File: src/sv/jpd_pkg.sv
`default_nettype none

package jpd_pkg;

  localparam int SAMPLE_W = 8;
  localparam int DEAD_W   = 7;
  localparam int SCALE_W  = 15;
  localparam int MAG_W    = 15;
  localparam int POS_W    = 16;
  localparam int DIR_W    = 3;
  localparam int CFG_IDX_W  = 3;
  localparam int CFG_DATA_W = 8;
  localparam int ROM_DEPTH  = 256;

  localparam int FULL_SCALE = 100 * 256;

  localparam logic [SAMPLE_W-1:0] X_LOW_RST  = 8'd0;
  localparam logic [SAMPLE_W-1:0] X_HIGH_RST = 8'd255;
  localparam logic [SAMPLE_W-1:0] X_MID_RST  = 8'd128;
  localparam logic [SAMPLE_W-1:0] Y_LOW_RST  = 8'd0;
  localparam logic [SAMPLE_W-1:0] Y_HIGH_RST = 8'd255;
  localparam logic [SAMPLE_W-1:0] Y_MID_RST  = 8'd128;
  localparam logic [DEAD_W-1:0]   DEAD_RST   = 7'd10;

  localparam logic [SCALE_W-1:0] RIGHT_SCALE_RST = SCALE_W'(FULL_SCALE / (255 - 128));
  localparam logic [SCALE_W-1:0] LEFT_SCALE_RST  = SCALE_W'(FULL_SCALE / (128 - 0));
  localparam logic [SCALE_W-1:0] UP_SCALE_RST    = SCALE_W'(FULL_SCALE / (255 - 128));
  localparam logic [SCALE_W-1:0] DOWN_SCALE_RST  = SCALE_W'(FULL_SCALE / (128 - 0));

  typedef enum logic [CFG_IDX_W-1:0] {
    REG_X_LOW  = 3'd0,
    REG_X_HIGH = 3'd1,
    REG_X_MID  = 3'd2,
    REG_Y_LOW  = 3'd3,
    REG_Y_HIGH = 3'd4,
    REG_Y_MID  = 3'd5,
    REG_DEAD_X = 3'd6,
    REG_DEAD_Y = 3'd7
  } cfg_reg_t;

  typedef enum logic [DIR_W-1:0] {
    DIR_NEUTRAL = 3'd0,
    DIR_LEFT    = 3'd1,
    DIR_RIGHT   = 3'd2,
    DIR_UP      = 3'd3,
    DIR_DOWN    = 3'd4
  } dir_t;

  typedef struct packed {
    logic             neg;
    logic [MAG_W-1:0] mag;
  } axis_t;

endpackage

`default_nettype wire

File: src/sv/joystick_position_and_direction.sv
// An accepted input beat goes through the input register and the result register to m_axis_tvalid.
// Throughput: one beat per cycle while m_axis_tready stays high; one multiply per axis, the mapping sits
// between the input register and the result register.
// Scales come from a 256-entry constant table; the scale registers reload in the cycle after a write.
// Reset (rst, synchronous, active high) empties both stages and loads the
// default calibration: low 0, high 255, mid 128, deadzones 10 percent.
`default_nettype none

module joystick_position_and_direction (
  input  wire logic        clk,
  input  wire logic        rst,
  input  wire logic        s_axis_tvalid,
  output logic             s_axis_tready,
  input  wire logic [15:0] s_axis_tdata,   // x_sample[7:0], y_sample[15:8]
  output logic             m_axis_tvalid,
  input  wire logic        m_axis_tready,
  output logic [39:0]      m_axis_tdata,   // x_pos[15:0], y_pos[31:16], direction[34:32]
  input  wire logic        cfg_we,
  input  wire logic [jpd_pkg::CFG_IDX_W-1:0]  cfg_index,
  input  wire logic [jpd_pkg::CFG_DATA_W-1:0] cfg_data
);

  logic [jpd_pkg::SAMPLE_W-1:0] x_low, x_high, x_mid, y_low, y_high, y_mid;
  logic [jpd_pkg::DEAD_W-1:0]   dead_x, dead_y;
  logic [jpd_pkg::SCALE_W-1:0]  right_scale, left_scale, up_scale, down_scale;
  logic [jpd_pkg::SCALE_W-1:0]  right_scale_next, left_scale_next;
  logic [jpd_pkg::SCALE_W-1:0]  up_scale_next, down_scale_next;

  logic                         s1_valid;
  logic [jpd_pkg::SAMPLE_W-1:0] s1_x, s1_y;
  logic                         s1_adv;

  logic                         out_valid;
  logic [jpd_pkg::POS_W-1:0]    out_x, out_y;
  jpd_pkg::dir_t                out_dir;

  jpd_pkg::axis_t               xr, yr;
  logic [jpd_pkg::POS_W-1:0]    x_pos_next, y_pos_next;
  jpd_pkg::dir_t                dir_next;
  logic [jpd_pkg::MAG_W-1:0]    dead_lim_x, dead_lim_y;

  // scale table: floor(full scale / span), zero for an empty span
  logic [jpd_pkg::SCALE_W-1:0] scale_rom [jpd_pkg::ROM_DEPTH];
  assign scale_rom[0] = '0;
  for (genvar g = 1; g < jpd_pkg::ROM_DEPTH; g++) begin : g_rom
    localparam logic [jpd_pkg::SCALE_W-1:0] Q = jpd_pkg::SCALE_W'(jpd_pkg::FULL_SCALE / g);
    assign scale_rom[g] = Q;
  end

  function automatic logic [jpd_pkg::SAMPLE_W:0] span_of(
    input logic [jpd_pkg::SAMPLE_W-1:0] hi,
    input logic [jpd_pkg::SAMPLE_W-1:0] lo
  );
    span_of = {1'b0, hi} - {1'b0, lo};
  endfunction

  logic [jpd_pkg::SAMPLE_W:0] span_r, span_l, span_u, span_d;

  always_comb begin
    span_r = span_of(x_high, x_mid);
    span_l = span_of(x_mid, x_low);
    span_u = span_of(y_high, y_mid);
    span_d = span_of(y_mid, y_low);
    right_scale_next = span_r[jpd_pkg::SAMPLE_W] ? '0 : scale_rom[span_r[jpd_pkg::SAMPLE_W-1:0]];
    left_scale_next  = span_l[jpd_pkg::SAMPLE_W] ? '0 : scale_rom[span_l[jpd_pkg::SAMPLE_W-1:0]];
    up_scale_next    = span_u[jpd_pkg::SAMPLE_W] ? '0 : scale_rom[span_u[jpd_pkg::SAMPLE_W-1:0]];
    down_scale_next  = span_d[jpd_pkg::SAMPLE_W] ? '0 : scale_rom[span_d[jpd_pkg::SAMPLE_W-1:0]];
  end

  always_ff @(posedge clk) begin
    if (rst) begin
      x_low  <= jpd_pkg::X_LOW_RST;
      x_high <= jpd_pkg::X_HIGH_RST;
      x_mid  <= jpd_pkg::X_MID_RST;
      y_low  <= jpd_pkg::Y_LOW_RST;
      y_high <= jpd_pkg::Y_HIGH_RST;
      y_mid  <= jpd_pkg::Y_MID_RST;
      dead_x <= jpd_pkg::DEAD_RST;
      dead_y <= jpd_pkg::DEAD_RST;
    end else if (cfg_we) begin
      case (jpd_pkg::cfg_reg_t'(cfg_index))
        jpd_pkg::REG_X_LOW:  x_low  <= cfg_data;
        jpd_pkg::REG_X_HIGH: x_high <= cfg_data;
        jpd_pkg::REG_X_MID:  x_mid  <= cfg_data;
        jpd_pkg::REG_Y_LOW:  y_low  <= cfg_data;
        jpd_pkg::REG_Y_HIGH: y_high <= cfg_data;
        jpd_pkg::REG_Y_MID:  y_mid  <= cfg_data;
        jpd_pkg::REG_DEAD_X: dead_x <= cfg_data[jpd_pkg::DEAD_W-1:0];
        jpd_pkg::REG_DEAD_Y: dead_y <= cfg_data[jpd_pkg::DEAD_W-1:0];
        default: ;
      endcase
    end
  end

  always_ff @(posedge clk) begin
    if (rst) begin
      right_scale <= jpd_pkg::RIGHT_SCALE_RST;
      left_scale  <= jpd_pkg::LEFT_SCALE_RST;
      up_scale    <= jpd_pkg::UP_SCALE_RST;
      down_scale  <= jpd_pkg::DOWN_SCALE_RST;
    end else begin
      right_scale <= right_scale_next;
      left_scale  <= left_scale_next;
      up_scale    <= up_scale_next;
      down_scale  <= down_scale_next;
    end
  end

  // handshake
  assign s1_adv        = s1_valid && (!out_valid || m_axis_tready);
  assign s_axis_tready = !s1_valid || s1_adv;

  always_ff @(posedge clk) begin
    if (rst) begin
      s1_valid <= 1'b0;
    end else if (s_axis_tready) begin
      s1_valid <= s_axis_tvalid;
    end
  end

  always_ff @(posedge clk) begin
    if (s_axis_tvalid && s_axis_tready) begin
      s1_x <= s_axis_tdata[7:0];
      s1_y <= s_axis_tdata[15:8];
    end
  end

  function automatic jpd_pkg::axis_t map_axis(
    input logic [jpd_pkg::SAMPLE_W-1:0] s,
    input logic [jpd_pkg::SAMPLE_W-1:0] lo,
    input logic [jpd_pkg::SAMPLE_W-1:0] hi,
    input logic [jpd_pkg::SAMPLE_W-1:0] mid,
    input logic [jpd_pkg::SCALE_W-1:0]  ps,
    input logic [jpd_pkg::SCALE_W-1:0]  ns
  );
    jpd_pkg::axis_t r;
    logic [jpd_pkg::SAMPLE_W-1:0] d;
    logic [jpd_pkg::SCALE_W-1:0]  sc;
    logic [jpd_pkg::SAMPLE_W+jpd_pkg::SCALE_W-1:0] prod;
    r.neg = (s < mid);
    d     = r.neg ? (mid - s) : (s - mid);
    sc    = r.neg ? ns : ps;
    prod  = {{jpd_pkg::SCALE_W{1'b0}}, d} * {{jpd_pkg::SAMPLE_W{1'b0}}, sc};
    if ((!r.neg && s >= hi) || (r.neg && s <= lo)) begin
      r.mag = jpd_pkg::MAG_W'(jpd_pkg::FULL_SCALE);
    end else begin
      r.mag = prod[jpd_pkg::MAG_W-1:0];
    end
    return r;
  endfunction

  always_comb begin
    xr = map_axis(s1_x, x_low, x_high, x_mid, right_scale, left_scale);
    yr = map_axis(s1_y, y_low, y_high, y_mid, up_scale, down_scale);
    x_pos_next = xr.neg ? (-{1'b0, xr.mag}) : {1'b0, xr.mag};
    y_pos_next = yr.neg ? (-{1'b0, yr.mag}) : {1'b0, yr.mag};
    dead_lim_x = {dead_x, 8'h00};
    dead_lim_y = {dead_y, 8'h00};
    if (xr.mag < dead_lim_x && yr.mag < dead_lim_y) begin
      dir_next = jpd_pkg::DIR_NEUTRAL;
    end else if (xr.mag > yr.mag) begin
      dir_next = (xr.neg || xr.mag == '0) ? jpd_pkg::DIR_LEFT : jpd_pkg::DIR_RIGHT;
    end else begin
      dir_next = (yr.neg || yr.mag == '0) ? jpd_pkg::DIR_DOWN : jpd_pkg::DIR_UP;
    end
  end

  always_ff @(posedge clk) begin
    if (rst) begin
      out_valid <= 1'b0;
    end else if (!out_valid || m_axis_tready) begin
      out_valid <= s1_valid;
    end
  end

  always_ff @(posedge clk) begin
    if (s1_adv) begin
      out_x   <= x_pos_next;
      out_y   <= y_pos_next;
      out_dir <= dir_next;
    end
  end

  assign m_axis_tvalid = out_valid;
  assign m_axis_tdata  = {5'b0, out_dir, out_y, out_x};

  a_s1_hold: assert property (@(posedge clk) disable iff (rst)
    s1_valid && !s1_adv |=> s1_valid && $stable(s1_x) && $stable(s1_y))
    else $error("input stage lost a held beat");

  a_s1_fill: assert property (@(posedge clk) disable iff (rst)
    s_axis_tvalid && s_axis_tready |=> s1_valid)
    else $error("accepted beat not captured");

  a_pos_range: assert property (@(posedge clk) disable iff (rst)
    out_valid |-> $signed(out_x) <= 16'sd25600 && $signed(out_x) >= -16'sd25600
               && $signed(out_y) <= 16'sd25600 && $signed(out_y) >= -16'sd25600)
    else $error("position out of range");

  a_dir_sign: assert property (@(posedge clk) disable iff (rst)
    out_valid && (out_dir == jpd_pkg::DIR_RIGHT || out_dir == jpd_pkg::DIR_UP)
    |-> ((out_dir == jpd_pkg::DIR_RIGHT) ? $signed(out_x) > 0 : $signed(out_y) > 0))
    else $error("direction disagrees with position sign");

endmodule

`default_nettype wire

File: config.mk
export PLATFORM = sky130hd
export DESIGN_NAME = joystick_position_and_direction
export DESIGN_NICKNAME = d
export VERILOG_FILES = /design/src/sv/jpd_pkg.sv /design/src/sv/joystick_position_and_direction.sv
export SDC_FILE = /design/constraint.sdc
export NUM_CORES = 1
export LEC_CHECK = 0
export BUFFER_PORTS_ARGS = -buffer_cell sky130_fd_sc_hd__buf_2
export CORE_AREA = 2 2 320 322
export CTS_CLUSTER_SIZE = 12
export DETAILED_ROUTE_END_ITERATION = 7
export DIE_AREA = 0 0 322 324
export GPL_TIMING_DRIVEN = 0
export SYNTH_ARGS = -nofsm -noshare
export SYNTH_HDL_FRONTEND = slang
export SYNTH_SLANG_ARGS = --single-unit
export TNS_END_PERCENT = 1
File: constraint.sdc
create_clock -name clk -period 24.2 [get_ports clk]
set_input_delay 4.84 -clock clk [delete_from_list [all_inputs] [get_ports clk]]
set_output_delay 4.84 -clock clk [all_outputs]
set_load 0.02 [all_outputs]
### Yosys cells after proc, flatten, opt, wreduce, memory -nomap -nowiden

Memories as Yosys holds them, arrays and structs flattened.
Index checks and enable logic that the tools add are counted.

| word-level totals | value |
|---|---|
| bits of input ports | 32 |
| register bits after elaboration | 175 |
| memories | 4 |
| bits in read-only memories | 15360 |
| logic and storage cells | 120 |

| operators by class | value |
|---|---|
| equal/unequal tests | 7 |
| magnitude comparators | 13 |
| reduce and logical (&&, ||, !) cells | 32 |
| bitwise operators | 4 |
| muxes and demuxes | 23 |
| multiply operators | 2 |
| add/subtract/negate cells | 10 |

Memories:

| memory | depth | bits a word | rd ports | clocked after Yosys merged registers in | write ports | RTL line | text |
|---|---|---|---|---|---|---|---|
| (name not given) | 256 | 15 | 1 | 0 | 0 | joystick_position_and_direction.sv:67 | `down_scale_next = span_d[jpd_pkg::SAMPLE_W] ? '0 : scale_rom[span_d[jpd_pkg::SAMPLE_W-1:0]];` |
| (name not given) | 256 | 15 | 1 | 0 | 0 | joystick_position_and_direction.sv:66 | `up_scale_next = span_u[jpd_pkg::SAMPLE_W] ? '0 : scale_rom[span_u[jpd_pkg::SAMPLE_W-1:0]];` |
| (name not given) | 256 | 15 | 1 | 0 | 0 | joystick_position_and_direction.sv:65 | `left_scale_next = span_l[jpd_pkg::SAMPLE_W] ? '0 : scale_rom[span_l[jpd_pkg::SAMPLE_W-1:0]];` |
| (name not given) | 256 | 15 | 1 | 0 | 0 | joystick_position_and_direction.sv:64 | `right_scale_next = span_r[jpd_pkg::SAMPLE_W] ? '0 : scale_rom[span_r[jpd_pkg::SAMPLE_W-1:0]];` |

Operators by type and width:

| kind | number |
|---|---|
| 15-bit 2-to-1 mux | 14 |
| 8-bit 2-to-1 mux | 6 |
| 9-bit >= comparator, second input constant | 4 |
| 8-bit inverter with 9-bit output | 4 |
| 8-bit by 8-bit subtractor with 9-bit output | 4 |
| 15-bit negation with 16-bit output | 2 |
| 8-bit subtractor | 4 |
| 15-bit zero test | 2 |
| 15-bit less-than comparator | 2 |
| 8-bit by 15-bit multiplier with 15-bit output | 2 |
| 8-bit >= comparator | 2 |
| 8-bit <= comparator | 2 |
| 8-bit less-than comparator | 2 |
| 2-bit AND reduction | 8 |
| 15-bit greater-than comparator | 1 |
| 3-bit == test, second input constant | 4 |
| 2-bit OR reduction | 4 |
| 1-bit logical AND | 7 |
| 3-bit by 2-bit == test with 1-bit output, second input constant | 2 |
| 1-bit logical OR | 6 |
| 3-bit 2-to-1 mux | 2 |
| 1-bit zero test | 4 |
| 3-bit by 1-bit == test with 1-bit output, second input constant | 1 |
| 3-bit zero test | 1 |
| 2-bit 2-to-1 mux | 1 |

### Longest topological paths before layout

| logic depth | value |
|---|---|
| depth after elaboration | 9 |
| gate-level depth with buffers | 40 |
| mapped depth without buffers | 38 |

### Worst setup path before layout

OpenSTA, ideal clock, no wires.

| timing | value |
|---|---|
| kind | input to output |
| start point | input m_axis_tready |
| end point | output s_axis_tready |
| data required time | 19360 ps |
| arrival time | 5210 ps |
| setup slack | 14150 ps |
| cell stages on the path | 2 |
| cells stage by stage | nor2b_1 -> nand2_1 |

| between the ends | value |
|---|---|
| longest elaborated chain between the ends | 3 |

RTL lines:

| what | RTL line | text |
|---|---|---|
| start: declaration | joystick_position_and_direction.sv:16 | `input wire logic m_axis_tready,` |
| 1-bit logical OR | joystick_position_and_direction.sv:110 | `assign s1_adv = s1_valid && (!out_valid \|\| m_axis_tready);` |
| 1-bit logical AND | joystick_position_and_direction.sv:110 |  |
| 1-bit logical OR | joystick_position_and_direction.sv:111 | `assign s_axis_tready = !s1_valid \|\| s1_adv;` |
| end: declaration | joystick_position_and_direction.sv:13 | `output logic s_axis_tready,` |

No other way between the ends.

### Final worst setup path

Same ends and word-level chain as after synthesis.

==> results.py <==
metrics = {
    "detailed_routing": {
        "vias": 27358,
        "postRouteAntennaNets": 0,
        "wl_per_cell_um": 22.15,
        "drc": 0,
        "drt_iter0_markers": 3351,
        "wirelength_mm": 107.2,
        "routed_via_density": 5.652,
        "drtPass1Iterations": 7,
    },
    "critical_path": {
        "cpMostUsedCell": "buf_2",
        "setup.worst_path.start_class": "input pin",
        "worstPathMaxFanout": 4,
        "required_ps": 19360,
        "critPathSlowestCell": "nor2b_1",
        "cp.arrival_ps": 5520,
        "path_cells": "buf_2, nor2b_1, nand2_1, buf_2",
        "cpPeakStageDelay_ps": 300,
        "crit_path_end_kind": "output port",
        "worst-setup-path-type": "input pin to output port",
    },
    "cells_and_area": {
        "final_nets": 3892,
        "area_growth_pct": 10.38,
        "drive_gt1_share_pct": 5.612,
        "instances_no_fill": 4840,
        "layout.cells.most_common": "nand2_1",
        "fin_util_pct": 27.34,
        "layout_common_cells": "nand2_1 (463), nor2_1 (370), a21oi_1 (270)",
        "fin_area_mm2": 0.02762,
    },
    "place": {
        "dp_slack_ps": 13840,
        "placed_cell_area_mm2": 0.02701,
        "place_inst": 4805,
        "dp.final_hpwl_mm": 83.11,
        "globalplace.congestion": 1.031,
        "port_buffers": 61,
    },
    "power": {
        "p_leak_nw": 10.82,
        "cellPowerDensity_mw_per_mm2": 109.3,
        "power.total_mw": 3.020,
        "irDropWorstVdd_uv": 105.4,
    },
    "sta": {
        "finalHoldViolCount": 0,
        "drv_slew": 0,
        "worst_pin_slew_ps": 1366,
        "fin_crit_ps": 10360,
        "fmax_ghz": 0.09650,
        "skew_ps": 17.05,
        "fin_ws_ps": 13840,
        "rsz0062_at_grt": "false",
        "holdWs_ps": 455.0,
        "setup_viol": 0,
        "setup_tns_ps": 0,
        "period_share_pct": 42.82,
        "slew_headroom_pct": 8.263,
    },
    "die": {
        "dieWidth_um": 322,
        "dieArea_mm2": 0.1043,
        "start_util_pct": 24.77,
        "io_pins": 74,
        "fp.coreArea_mm2": 0.1010,
        "std_cell_rows": 117,
        "dieHeight_um": 324,
    },
    "run": {
        "maxCapViolCount": 0,
    },
    "synth": {
        "yosysTopAreaCell": "ha_1",
        "yosysTopAreaCellShare_pct": 11.45,
        "ys_seq_area_share_pct": 16.04,
        "synth_warnings": 0,
        "synth_area_leaders": "ha_1 (11%), dfxtp_1 (9.9%), fa_1 (9.3%)",
        "synth_cells": 3430,
        "synth-seq-cells": 175,
        "syn_avg_cell_area_um2": 7.295,
        "syn_area_mm2": 0.02502,
        "synth_edf_count": 51,
        "async_flop_share_pct": 0,
        "ys_dominant_reg_cell": "dfxtp_1",
        "ys_types": 94,
    },
    "clocking": {
        "cts_setup_buffers": 0,
        "htree_levels": 4,
        "clk_latency_ps": 500,
        "cts_resized": 0,
        "ctsHoldBuffers": 0,
        "clk_path_buf_depth": 2,
        "path_clk_slew_ps": 70,
        "numCtsBuffers": 17,
        "clock_sinks": 175,
        "tritoncts": "done",
        "cts_root_buffer": "clkbuf_16",
    },
    "hold_path": {
        "hold_class": "register to register",
    },
    "global_route": {
        "met3_usage_pct": 4.920,
        "top_usage_layer": "met2",
        "use_met2_pct": 29.89,
        "grt_pass1_vias": 25722,
        "grt_max_degree": 32,
        "antenna_found_initial": 12,
        "gr-total-overflow": 0,
        "grt_pass1_wl_mm": 161.5,
        "grt_use_total_pct": 20.06,
        "use_met1_pct": 27.82,
    },
    "run_status": {
        "run_status": "complete, no violations",
    },
}
final timing paths:
path                       from  slack [ps]             to  cells after the start
setup / recovery  m_axis_tready       13840  s_axis_tready                      4
setup reg to reg        s1_x[0]       14250     out_dir[0]                     36
hold / removal        dead_y[2]         460      dead_y[2]                      2
hold reg to reg       dead_y[2]         460      dead_y[2]                      2
report_power, final:
part	total, mW	internal [mW]	leakage, nW	switching [mW]
Sequential	0.406	0.386	1.50	0.0192
Combinational	2.32	0.900	9.03	1.42
Clock	0.292	0.150	0.297	0.142
Total	3.02	1.44	10.8	1.58
sequential cells by signal (all words and copies together), names as in the netlist:
| signal | cells |
|---|---|
| y_high | 8 |
| x_low | 8 |
| dead_y | 7 |
| x_high | 8 |
| down_scale | 15 |
| right_scale | 15 |
| out_y | 16 |
| s1_x | 8 |
| s1_valid | 1 |
| x_mid | 8 |
| m_axis_tvalid | 1 |
| s1_y | 8 |
| y_mid | 8 |
| out_dir | 3 |
| y_low | 8 |
| up_scale | 15 |
| dead_x | 7 |
| left_scale | 15 |
| out_x | 16 |
cell type report:
cell class              count  area [um^2]
fillers                 11107        73390
flip-flops and latches    175         4014
diodes                      3        7.507
repair buffers             62        325.3
inverters                 255        957.2
multi-input cells        2746        19040
well taps                1309         1638
plain buffers             258         1036
clock buffers              20        489.2
clock inverters            12        113.9
metal layers:
| metal | routed length (um) | part of all wire [%] |
|---|---|---|
| met5 | 112 | 0.10 |
| met3 | 11620 | 11 |
| met2 | 45090 | 42 |
| met4 | 3838 | 3.6 |
| met1 | 46560 | 43 |
critical path, delay by kind of cell:
| kind | cells | cell delay [ps] |
|---|---|---|
| and+or+nand+nor | 2 | 410 |
| buffers and inverters | 2 | 260 |
synth_stat cells, types with 35 or more instances:
library cell / count
nor3_1: 74
a211oi_1: 71
nand2b_1: 40
xnor2_1: 75
a21oi_1: 270
fa_1: 116
o21ai_0: 230
a31oi_1: 46
mux2i_1: 37
o211ai_1: 86
dfxtp_1: 124
buf_1: 42
nand2_1: 463
clkbuf_1: 183
edfxtp_1: 51
inv_1: 253
o22ai_1: 35
ha_1: 229
nand3_1: 74
nor2_1: 370
logic make-up (layout without fill, tap and decap cells):
group	Yosys count	after routing	synth area share (%)
simple gates	1184	1184	20.74
other cells	1	8	0.01499
fa+ha+maj	346	346	20.77
xor+xnor	109	109	4.040
mux	60	60	3.395
flops	175	175	16.04
compound gates	1042	1042	27.03
buf+inv	513	607	7.966
No activity file was read; power rests on OpenSTA's default activity.
